**src/design/midi2usb_pkg.sv**
```systemverilog
package midi2usb_pkg;

    localparam logic [7:0] STATUS_SYSEX_START = 8'hF0;
    localparam logic [7:0] STATUS_QUARTER_FRAME = 8'hF1;
    localparam logic [7:0] STATUS_SONG_POSITION = 8'hF2;
    localparam logic [7:0] STATUS_SONG_SELECT = 8'hF3;
    localparam logic [7:0] STATUS_SYSEX_END = 8'hF7;
    localparam logic [7:0] STATUS_REALTIME_FIRST = 8'hF8;

    localparam logic [3:0] CIN_SYSCOM_TWO = 4'h2;
    localparam logic [3:0] CIN_SYSCOM_THREE = 4'h3;
    localparam logic [3:0] CIN_SYSEX_CONT = 4'h4;
    localparam logic [3:0] CIN_SINGLE_BYTE = 4'h5;

    typedef logic [7:0] midi_byte_t;
    typedef midi_byte_t [2:0] packet_bytes_t;

    function automatic logic [1:0] channel_msg_length(input logic [2:0] kind);
        logic [1:0] len;
        unique case (kind)
            3'd4, 3'd5: len = 2'd2;
            3'd7:       len = 2'd0;
            default:    len = 2'd3;
        endcase
        return len;
    endfunction

endpackage

```
**src/design/midi_bytes_to_usb_midi_packets.sv**
```systemverilog
// Channel  Handshake             Payload
// in       in_valid / in_ready   midi_byte
// out      out_valid / out_ready cable, code_index, data_first, data_second, data_third
// cfg      cfg_write_en          cfg_write_data (cable number)
//
// Each byte is decoded from the input register, so one byte per cycle is taken while
// out_ready stays high; a packet is registered at the output when its last byte
// advances out of the input register. A byte that completes no packet moves on even
// while a packet waits at the output. Reset clears the parsing state, the cable
// number and both valid flags.
module midi_bytes_to_usb_midi_packets
    import midi2usb_pkg::*;
(
    input  logic       clk,
    input  logic       rst_n,
    input  logic       cfg_write_en,
    input  logic [3:0] cfg_write_data,
    input  logic       in_valid,
    output logic       in_ready,
    input  logic [7:0] midi_byte,
    output logic       out_valid,
    input  logic       out_ready,
    output logic [3:0] cable,
    output logic [3:0] code_index,
    output logic [7:0] data_first,
    output logic [7:0] data_second,
    output logic [7:0] data_third
);

    logic [3:0]    cable_number_reg;
    logic          in_vld_reg;
    midi_byte_t    byte_reg;

    logic [7:0]    running_status_reg, running_status_next;
    logic [1:0]    message_length_reg, message_length_next;
    logic [1:0]    byte_index_reg, byte_index_next;
    logic          in_sysex_reg, in_sysex_next;
    logic [3:0]    pending_code_reg, pending_code_next;
    packet_bytes_t packet_bytes_reg, packet_bytes_next;

    logic          out_vld_reg;
    logic [3:0]    cable_reg;
    logic [3:0]    code_reg, code_next;
    packet_bytes_t out_bytes_reg, out_bytes_next;

    logic          emit;
    logic          advance;
    logic [2:0]    idx_inc;
    logic [1:0]    end_idx;
    packet_bytes_t filled;

    assign advance  = in_vld_reg && (!out_vld_reg || out_ready || !emit);
    assign in_ready = !in_vld_reg || advance;

    always_comb
    begin
        running_status_next = running_status_reg;
        message_length_next = message_length_reg;
        byte_index_next     = byte_index_reg;
        in_sysex_next       = in_sysex_reg;
        pending_code_next   = pending_code_reg;
        packet_bytes_next   = packet_bytes_reg;
        emit                = 1'b0;
        code_next           = CIN_SINGLE_BYTE;
        out_bytes_next      = '0;
        idx_inc             = {1'b0, byte_index_reg} + 3'd1;
        end_idx             = (byte_index_reg > 2'd2) ? 2'd2 : byte_index_reg;
        filled              = packet_bytes_reg;

        priority if (byte_reg >= STATUS_REALTIME_FIRST)
        begin
            emit              = 1'b1;
            out_bytes_next[0] = byte_reg;
        end
        else if (byte_reg >= 8'h80 && byte_reg < STATUS_SYSEX_START)
        begin
            in_sysex_next       = 1'b0;
            running_status_next = byte_reg;
            pending_code_next   = byte_reg[7:4];
            message_length_next = channel_msg_length(byte_reg[6:4]);
            packet_bytes_next   = '{8'h00, 8'h00, byte_reg};
            byte_index_next     = 2'd1;
        end
        else if (byte_reg == STATUS_SYSEX_START)
        begin
            in_sysex_next       = 1'b1;
            running_status_next = byte_reg;
            pending_code_next   = CIN_SYSEX_CONT;
            message_length_next = 2'd3;
            packet_bytes_next   = '{8'h00, 8'h00, byte_reg};
            byte_index_next     = 2'd1;
        end
        else if (byte_reg == STATUS_SYSEX_END)
        begin
            emit = 1'b1;
            if (in_sysex_reg)
            begin
                for (int k = 0; k < 3; k++)
                begin
                    out_bytes_next[k] = (2'(k) < end_idx) ? packet_bytes_reg[k] : 8'h00;
                end
                out_bytes_next[end_idx] = STATUS_SYSEX_END;
                code_next = CIN_SINGLE_BYTE + {2'b00, end_idx};
            end
            else
            begin
                out_bytes_next[0] = STATUS_SYSEX_END;
            end
            in_sysex_next       = 1'b0;
            running_status_next = 8'h00;
            message_length_next = 2'd0;
            byte_index_next     = 2'd0;
            packet_bytes_next   = '0;
        end
        else if (byte_reg == STATUS_QUARTER_FRAME || byte_reg == STATUS_SONG_SELECT)
        begin
            in_sysex_next       = 1'b0;
            running_status_next = byte_reg;
            pending_code_next   = CIN_SYSCOM_TWO;
            message_length_next = 2'd2;
            packet_bytes_next   = '{8'h00, 8'h00, byte_reg};
            byte_index_next     = 2'd1;
        end
        else if (byte_reg == STATUS_SONG_POSITION)
        begin
            in_sysex_next       = 1'b0;
            running_status_next = byte_reg;
            pending_code_next   = CIN_SYSCOM_THREE;
            message_length_next = 2'd3;
            packet_bytes_next   = '{8'h00, 8'h00, byte_reg};
            byte_index_next     = 2'd1;
        end
        else if (byte_reg[7])
        begin
            emit                = 1'b1;
            out_bytes_next[0]   = byte_reg;
            in_sysex_next       = 1'b0;
            running_status_next = 8'h00;
            message_length_next = 2'd0;
            byte_index_next     = 2'd0;
            packet_bytes_next   = '0;
        end
        else if (running_status_reg != 8'h00)
        begin
            for (int k = 0; k < 3; k++)
            begin
                if (byte_index_reg == 2'(k))
                begin
                    filled[k] = byte_reg;
                end
            end
            packet_bytes_next = filled;
            if (idx_inc < {1'b0, message_length_reg} && idx_inc < 3'd3)
            begin
                byte_index_next = idx_inc[1:0];
            end
            else
            begin
                emit           = 1'b1;
                code_next      = pending_code_reg;
                out_bytes_next = filled;
                if (in_sysex_reg)
                begin
                    byte_index_next      = 2'd0;
                    packet_bytes_next[0] = 8'h00;
                end
                else
                begin
                    byte_index_next = 2'd1;
                end
                packet_bytes_next[1] = 8'h00;
                packet_bytes_next[2] = 8'h00;
                if (running_status_reg >= STATUS_QUARTER_FRAME)
                begin
                    running_status_next = 8'h00;
                end
            end
        end
    end

    always_ff @(posedge clk or negedge rst_n)
    begin
        if (!rst_n)
        begin
            cable_number_reg   <= 4'd0;
            in_vld_reg         <= 1'b0;
            out_vld_reg        <= 1'b0;
            running_status_reg <= 8'h00;
            message_length_reg <= 2'd0;
            byte_index_reg     <= 2'd0;
            in_sysex_reg       <= 1'b0;
            pending_code_reg   <= 4'd0;
            packet_bytes_reg   <= '0;
        end
        else
        begin
            if (cfg_write_en)
            begin
                cable_number_reg <= cfg_write_data;
            end
            if (in_ready)
            begin
                in_vld_reg <= in_valid;
            end
            if (advance)
            begin
                running_status_reg <= running_status_next;
                message_length_reg <= message_length_next;
                byte_index_reg     <= byte_index_next;
                in_sysex_reg       <= in_sysex_next;
                pending_code_reg   <= pending_code_next;
                packet_bytes_reg   <= packet_bytes_next;
            end
            if (advance && emit)
            begin
                out_vld_reg <= 1'b1;
            end
            else if (out_ready)
            begin
                out_vld_reg <= 1'b0;
            end
        end
    end

    always_ff @(posedge clk)
    begin
        if (in_valid && in_ready)
        begin
            byte_reg <= midi_byte;
        end
        if (advance && emit)
        begin
            cable_reg     <= cable_number_reg;
            code_reg      <= code_next;
            out_bytes_reg <= out_bytes_next;
        end
    end

    assign out_valid   = out_vld_reg;
    assign cable       = cable_reg;
    assign code_index  = code_reg;
    assign data_first  = out_bytes_reg[0];
    assign data_second = out_bytes_reg[1];
    assign data_third  = out_bytes_reg[2];

endmodule
```
**config.mk**
```make
export PLATFORM = sky130hd
export DESIGN_NAME = midi_bytes_to_usb_midi_packets
export DESIGN_NICKNAME = d
export VERILOG_FILES = /design/src/design/midi2usb_pkg.sv /design/src/design/midi_bytes_to_usb_midi_packets.sv
export SDC_FILE = /design/constraint.sdc
export NUM_CORES = 1
export LEC_CHECK = 0
export BUFFER_PORTS_ARGS = -buffer_cell sky130_fd_sc_hd__buf_2
export CAP_MARGIN = 20
export CORE_ASPECT_RATIO = 0.8
export CORE_MARGIN = 4
export CORE_UTILIZATION = 29
export DETAILED_ROUTE_END_ITERATION = 16
export HOLD_SLACK_MARGIN = 0.02
export SYNTH_ARGS = -nofsm -noshare
export SYNTH_HDL_FRONTEND = slang
export SYNTH_SLANG_ARGS = --single-unit
```
**constraint.sdc**
```tcl
create_clock -name clk -period 9 [get_ports clk]
set_input_delay 1.8 -clock clk [delete_from_list [all_inputs] [get_ports clk]]
set_output_delay 1.8 -clock clk [all_outputs]
set_load 0.01 [all_outputs]
```
# Yosys cells after proc, flatten, opt, wreduce, memory -nomap -nowiden
# Index checks and enable logic that the tools add are counted.
[word_totals]
ff_bits = 87
wordCells = 157
[op_classes]
add_sub_neg = 2
order_cmp = 12
n_eq_ne = 12
mux = 84
bitwise = 4
reduce_logical = 26
[ops]
columns = ["op", "count"]
rows = [
  ["$mux W24", 13],
  ["$mux W8", 22],
  ["$mux W4", 12],
  ["$eq A8 B8 Y1 const B", 5],
  ["$mux W16", 2],
  ["$mux W2", 15],
  ["$ge A8 B8 Y1 const B", 3],
  ["$or A21 B21 Y21", 1],
  ["$mux W1", 18],
  ["$demux W8 S2", 1],
  ["$reduce_bool A7 Y1", 2],
  ["$eq A3 B3 Y1 const B", 3],
  ["$lt A8 B8 Y1 const B", 1],
  ["$reduce_bool A8 Y1", 1],
  ["$ne A7 B7 Y1 const B", 1],
  ["$logic_and A1 B1 Y1", 6],
  ["$reduce_and A3 Y1", 2],
  ["$reduce_bool A6 Y1", 1],
  ["$reduce_and A5 Y1", 1],
  ["$add A3 B2 Y4 const A", 1],
  ["$logic_or A1 B1 Y1", 4],
  ["$lt A1 B2 Y1 const A", 2],
  ["$pmux W2 S2", 1],
  ["$reduce_and A4 Y1", 1],
  ["19 further kinds", 21],
]

# Logic depth before layout (Yosys ltp)
[depth]
ltp_word = 17
depth_mapped = 8
mapped_depth_nobuf = 7

# Least setup slack after synthesis
# OpenSTA, ideal clock, no wires.
[synth_timing]
path_kind = "input to output"
startpoint = "in out_ready"
endpoint = "out in_ready"
arrival_ns = 2.354
slack_ns = 4.846
path_stages = 2
n_path_buf = 0
cell_sequence = "nand2b_1 -> or2_2"
[synth_via]
elab_chain_len = 4
[synth_lines]
columns = ["element", "line", "text"]
rows = [
  ["from (decl)", "midi_bytes_to_usb_midi_packets.sv:22", "input logic out_ready,"],
  ["$logic_or A1 B1 Y1 (2 in a row)", "midi_bytes_to_usb_midi_packets.sv:52", "assign advance = in_vld_reg && (!out_vld_reg || out_ready || !emit);"],
  ["$logic_and A1 B1 Y1", "midi_bytes_to_usb_midi_packets.sv:52", ""],
  ["$logic_or A1 B1 Y1", "midi_bytes_to_usb_midi_packets.sv:53", "assign in_ready = !in_vld_reg || advance;"],
  ["to (decl)", "midi_bytes_to_usb_midi_packets.sv:19", "output logic in_ready,"],
]
# No other way between the ends.

# Worst setup path in the final report
[layout_timing]
startpoint = "reg byte_index_reg[0]"
endpoint = "out in_ready"
[layout_via]
elab_chain_len = 16
word_cells_on_any_way = 17
classes_between = "add/sub: 1; order compare: 2; mux: 9; reduce/logical: 5"
[layout_lines]
columns = ["element", "line", "text"]
rows = [
  ["from (decl)", "midi_bytes_to_usb_midi_packets.sv:36", "logic [1:0] byte_index_reg, byte_index_next;"],
  ["from (signal assigned)", "midi_bytes_to_usb_midi_packets.sv:209", "byte_index_reg <= byte_index_next;"],
  ["$add A2 B1 Y3 (*)", "midi_bytes_to_usb_midi_packets.sv:66", "idx_inc = {1'b0, byte_index_reg} + 3'd1;"],
  ["$lt A3 B2 Y1", "midi_bytes_to_usb_midi_packets.sv:153", "if (idx_inc < {1'b0, message_length_reg} && idx_inc < 3'd3)"],
  ["$logic_and A1 B1 Y1 (*)", "midi_bytes_to_usb_midi_packets.sv:153", ""],
  ["$mux W1 (*)", "midi_bytes_to_usb_midi_packets.sv:153", ""],
  ["$mux W1 (*)", "midi_bytes_to_usb_midi_packets.sv:143", "else if (running_status_reg != 8'h00)"],
  ["$mux W1 (*)", "midi_bytes_to_usb_midi_packets.sv:133", "else if (byte_reg[7])"],
  ["$mux W1 (*)", "midi_bytes_to_usb_midi_packets.sv:124", "else if (byte_reg == STATUS_SONG_POSITION)"],
  ["$mux W1 (*)", "midi_bytes_to_usb_midi_packets.sv:115", "else if (byte_reg == STATUS_QUARTER_FRAME || byte_reg == STATUS_SONG_SELECT)"],
  ["$mux W1 (*)", "midi_bytes_to_usb_midi_packets.sv:93", "else if (byte_reg == STATUS_SYSEX_END)"],
  ["$mux W1 (*)", "midi_bytes_to_usb_midi_packets.sv:84", "else if (byte_reg == STATUS_SYSEX_START)"],
  ["$mux W1 (*)", "midi_bytes_to_usb_midi_packets.sv:75", "else if (byte_reg >= 8'h80 && byte_reg < STATUS_SYSEX_START)"],
  ["$mux W1 (*)", "midi_bytes_to_usb_midi_packets.sv:70", "priority if (byte_reg >= STATUS_REALTIME_FIRST)"],
  ["$logic_not A1 Y1 (*)", "midi_bytes_to_usb_midi_packets.sv:52", ""],
  ["$logic_or A1 B1 Y1 (*)", "midi_bytes_to_usb_midi_packets.sv:52", ""],
  ["$logic_and A1 B1 Y1 (*)", "midi_bytes_to_usb_midi_packets.sv:52", ""],
  ["$logic_or A1 B1 Y1 (*)", "midi_bytes_to_usb_midi_packets.sv:53", ""],
]
# Every way passes the cells marked *; elsewhere a longest branch is shown, timed or not.

==> summary.txt <==
CTS
  • CTS tree: built
  • Post-CTS sizing: 0
  • Clock transition at path regs: 70 ps
  • Clock sink count: 87
  • CTS Buffer Depth: 2
  • Worst skew pair latency: 340 ps
  • Post-CTS Setup Inserts: 0
  • CTS Buf Count: 9
  • CTS Hold Buffers Added: 0
  • Root buf cell: clkbuf_16
  • CTS H-Tree Depth: 3

Detailed routing
  • Avg WL per Cell: 16.8 µm
  • Detailed-route wire length: 8950 µm
  • DRC: 0
  • Initial DRC Count: 357
  • Vias per std cell: 5.04
  • Vias: 2678
  • 1st-pass router iterations: 4
  • Final ANT Viol Nets: 0

GRT
  • Initial antenna violation count: 0
  • Tot GR Track Use: 12.2%
  • GR Overflow Total: 0
  • Vias in the first global route: 2678
  • Largest net degree at the start of global routing: 48
  • First-pass GRT wire length: 14600 µm

Pwr
  • Pwr/cell area: 289 mW/mm²
  • Worst VDD drop: 0.118 mV
  • Static Leak: 1.91 nW

Timing
  • Unrepaired setup endpoints after global routing: no
  • Worst-Margin Slew: 652 ps
  • Rel. slew slack: 56.5%
  • Final Skew: 9.32 ps
  • Max Slew Vio Count: 0
  • Achievable Freq: 221 MHz
  • Final setup fails: 0
  • Final hold vios: 0
  • Period minus WS final: 4530 ps
  • Setup Total Neg Slack: 0 ps
  • Worst hold margin: 456 ps
  • Fin crit share: 50.3%

Synthesis
  • Synth warn: 0
  • Number of synthesized flops with an enable pin: 40
  • Ys async rst share: 54.0%
  • Cell area after synthesis: 0.00389 mm²
  • Mapped Nets: 327
  • Register area share after synthesis: 61.2%
  • Main flop type after synthesis: dfrtp_1
  • Post-Syn Instances: 303
  • Synth Register Bits: 87
  • Yosys cell types: 57
  • Syn avg cell area: 12.8 µm²

Placement
  • Port bufs: 50
  • Placed Instance Area: 0.00428 mm²
  • Post-DP HPWL: 6220 µm
  • Placer Congestion: 0.846

Worst setup path
  • Setup crit start kind: register
  • Worst reg2reg path depth: 7
  • Arr. time, crit path: 2730 ps
  • FF-to-FF End: data_first[0]
  • Worst-path maximum fanout: 8
  • Worst r2r src: byte_index_reg[0]
  • CP Capture Type: output pin
  • Required @ worst endpoint: 7200 ps
  • R2R Setup Slk: 6180 ps
  • CP Class: register to output pin

Hold path
  • Worst min-delay path category: register to register
  • Hold path start: cable_number_reg[2]
  • Worst hold endpoint: cable[2]
  • Worst hold path depth: 0

Layout
  • Filler Cells Inserted: 1288
  • Area of the multi-input gates: 0.00141 mm²
  • Most common cell after layout, fill and taps aside: buf_2
  • Register area: 0.00238 mm²
  • Flip-flop count of the largest register after layout: 24
  • Share of cells above drive strength 1: 28.4%
  • Layout area overhead: 17.9%
  • # diodes: 0
  • Finished Cell Area: 0.00458 mm²
  • Nets@finish: 375
  • Most frequent cells in the layout: buf_2 (50), dfrtp_1 (47), edfxtp_1 (40), nand2_1 (30), a22o_1 (24)

Die
  • DIE AREA: 0.0153 mm²
  • I/O pin cnt: 51
  • DIE WIDTH: 137 µm
  • Die span in y: 112 µm
  • Starting density of the core: 29.9%
  • FP Rows: 37
  • Core area: 0.0130 mm²

Run status
  • Outcome: finished clean

Run
  • MaxCap Viol Count: 0
## final cells by class
type | instances | area share, %
sequential | 87 | 51.9
clock inverter | 7 | 1.20
multi-input combinational | 195 | 30.7
clock buffer | 9 | 4.91
inverter | 6 | 0.491
tap | 175 | 4.78
timing repair buffer | 52 | 6.06
## power by group
part / switching, mW / internal [mW]
sequential: 0.0589 / 0.521
clock: 0.158 / 0.190
combinational: 0.247 / 0.151
## stage by stage
stage	cells	setup slack, ps	power (mW)	utilization (%)
5_1_grt	531	4350	1.41	35.2
2_1_floorplan	303	4850	0.865	-
6_report	531	4470	1.33	35.2
3_5_place_dp	514	4580	0.988	32.9
3_3_place_gp	514	4580	0.977	32.9
4_1_cts	530	4460	1.34	35.1
## worst max-delay path, cell delays in order (launching register included)
cell and delay [ps]:
dfrtp_1 490, fa_1 570, a21boi_2 360, o21a_4 210, and2_2 220, o21ai_2 110, or2_2 290, buf_2 140
## worst max path at each step
stage,from,end,cells after the start,slack (ps)
after global routing,byte_index_reg[0],in_ready,7,4350
after detailed placement,out_ready,in_ready,4,4580
final,byte_index_reg[0],in_ready,7,4470
after CTS,byte_index_reg[0],in_ready,7,4460
after global placement,out_ready,in_ready,4,4580
after floorplan,out_ready,in_ready,2,4850
## logic make-up (layout without fill, tap and decap cells)
family                     Yosys count  count (layout)  synth area share, %
AOI/OAI and AO/OA                  102             102                 20.5
DFF                                 87              87                 61.2
and+or+nand+nor                     81              81                 11.8
buffers and inverters               21              74                 2.70
adders and majority gates            7               7                 2.45
muxes                                5               5                 1.45
## cells in the mapped netlist, types with 2 or more instances
cell / instances / area (µm²)
nor2_1: 10 / 37.5
buf_6: 3 / 33.8
and2_1: 2 / 12.5
nor2b_1: 2 / 12.5
dfrtp_1: 47 / 1180
and3_4: 2 / 22.5
nor3_1: 2 / 10.0
nand3b_1: 3 / 22.5
a21o_1: 6 / 45.0
a21oi_1: 11 / 55.1
edfxtp_1: 40 / 1200
ha_1: 6 / 75.1
nand2_1: 30 / 113
a32o_1: 3 / 30.0
and4_1: 2 / 17.5
nand3_1: 5 / 25.0
buf_2: 3 / 15.0
a221o_2: 4 / 45.0
nand4_1: 2 / 12.5
or2_2: 2 / 12.5
a21boi_2: 2 / 22.5
nand2b_1: 4 / 25.0
o21a_1: 2 / 15.0
a221o_1: 8 / 80.1
mux2_2: 5 / 56.3
and3_1: 2 / 12.5
o21ai_2: 5 / 43.8
inv_1: 6 / 22.5
a22o_2: 2 / 20.0
o21bai_1: 2 / 15.0
a22o_1: 24 / 210
o21ai_0: 20 / 100
or3_1: 2 / 12.5
a31oi_1: 2 / 12.5
o211ai_1: 2 / 15.0
clkbuf_1: 9 / 33.8
## layer usage
metal,up-vias,global-route usage [%],part of all wire (%)
met1,1316,18.0,48
met4,0,3.46,0.93
met2,90,17.2,45
li1,1261,-,-
met3,11,3.97,6.0
met5,-,0,0
Power figures use the tool's default switching activity.
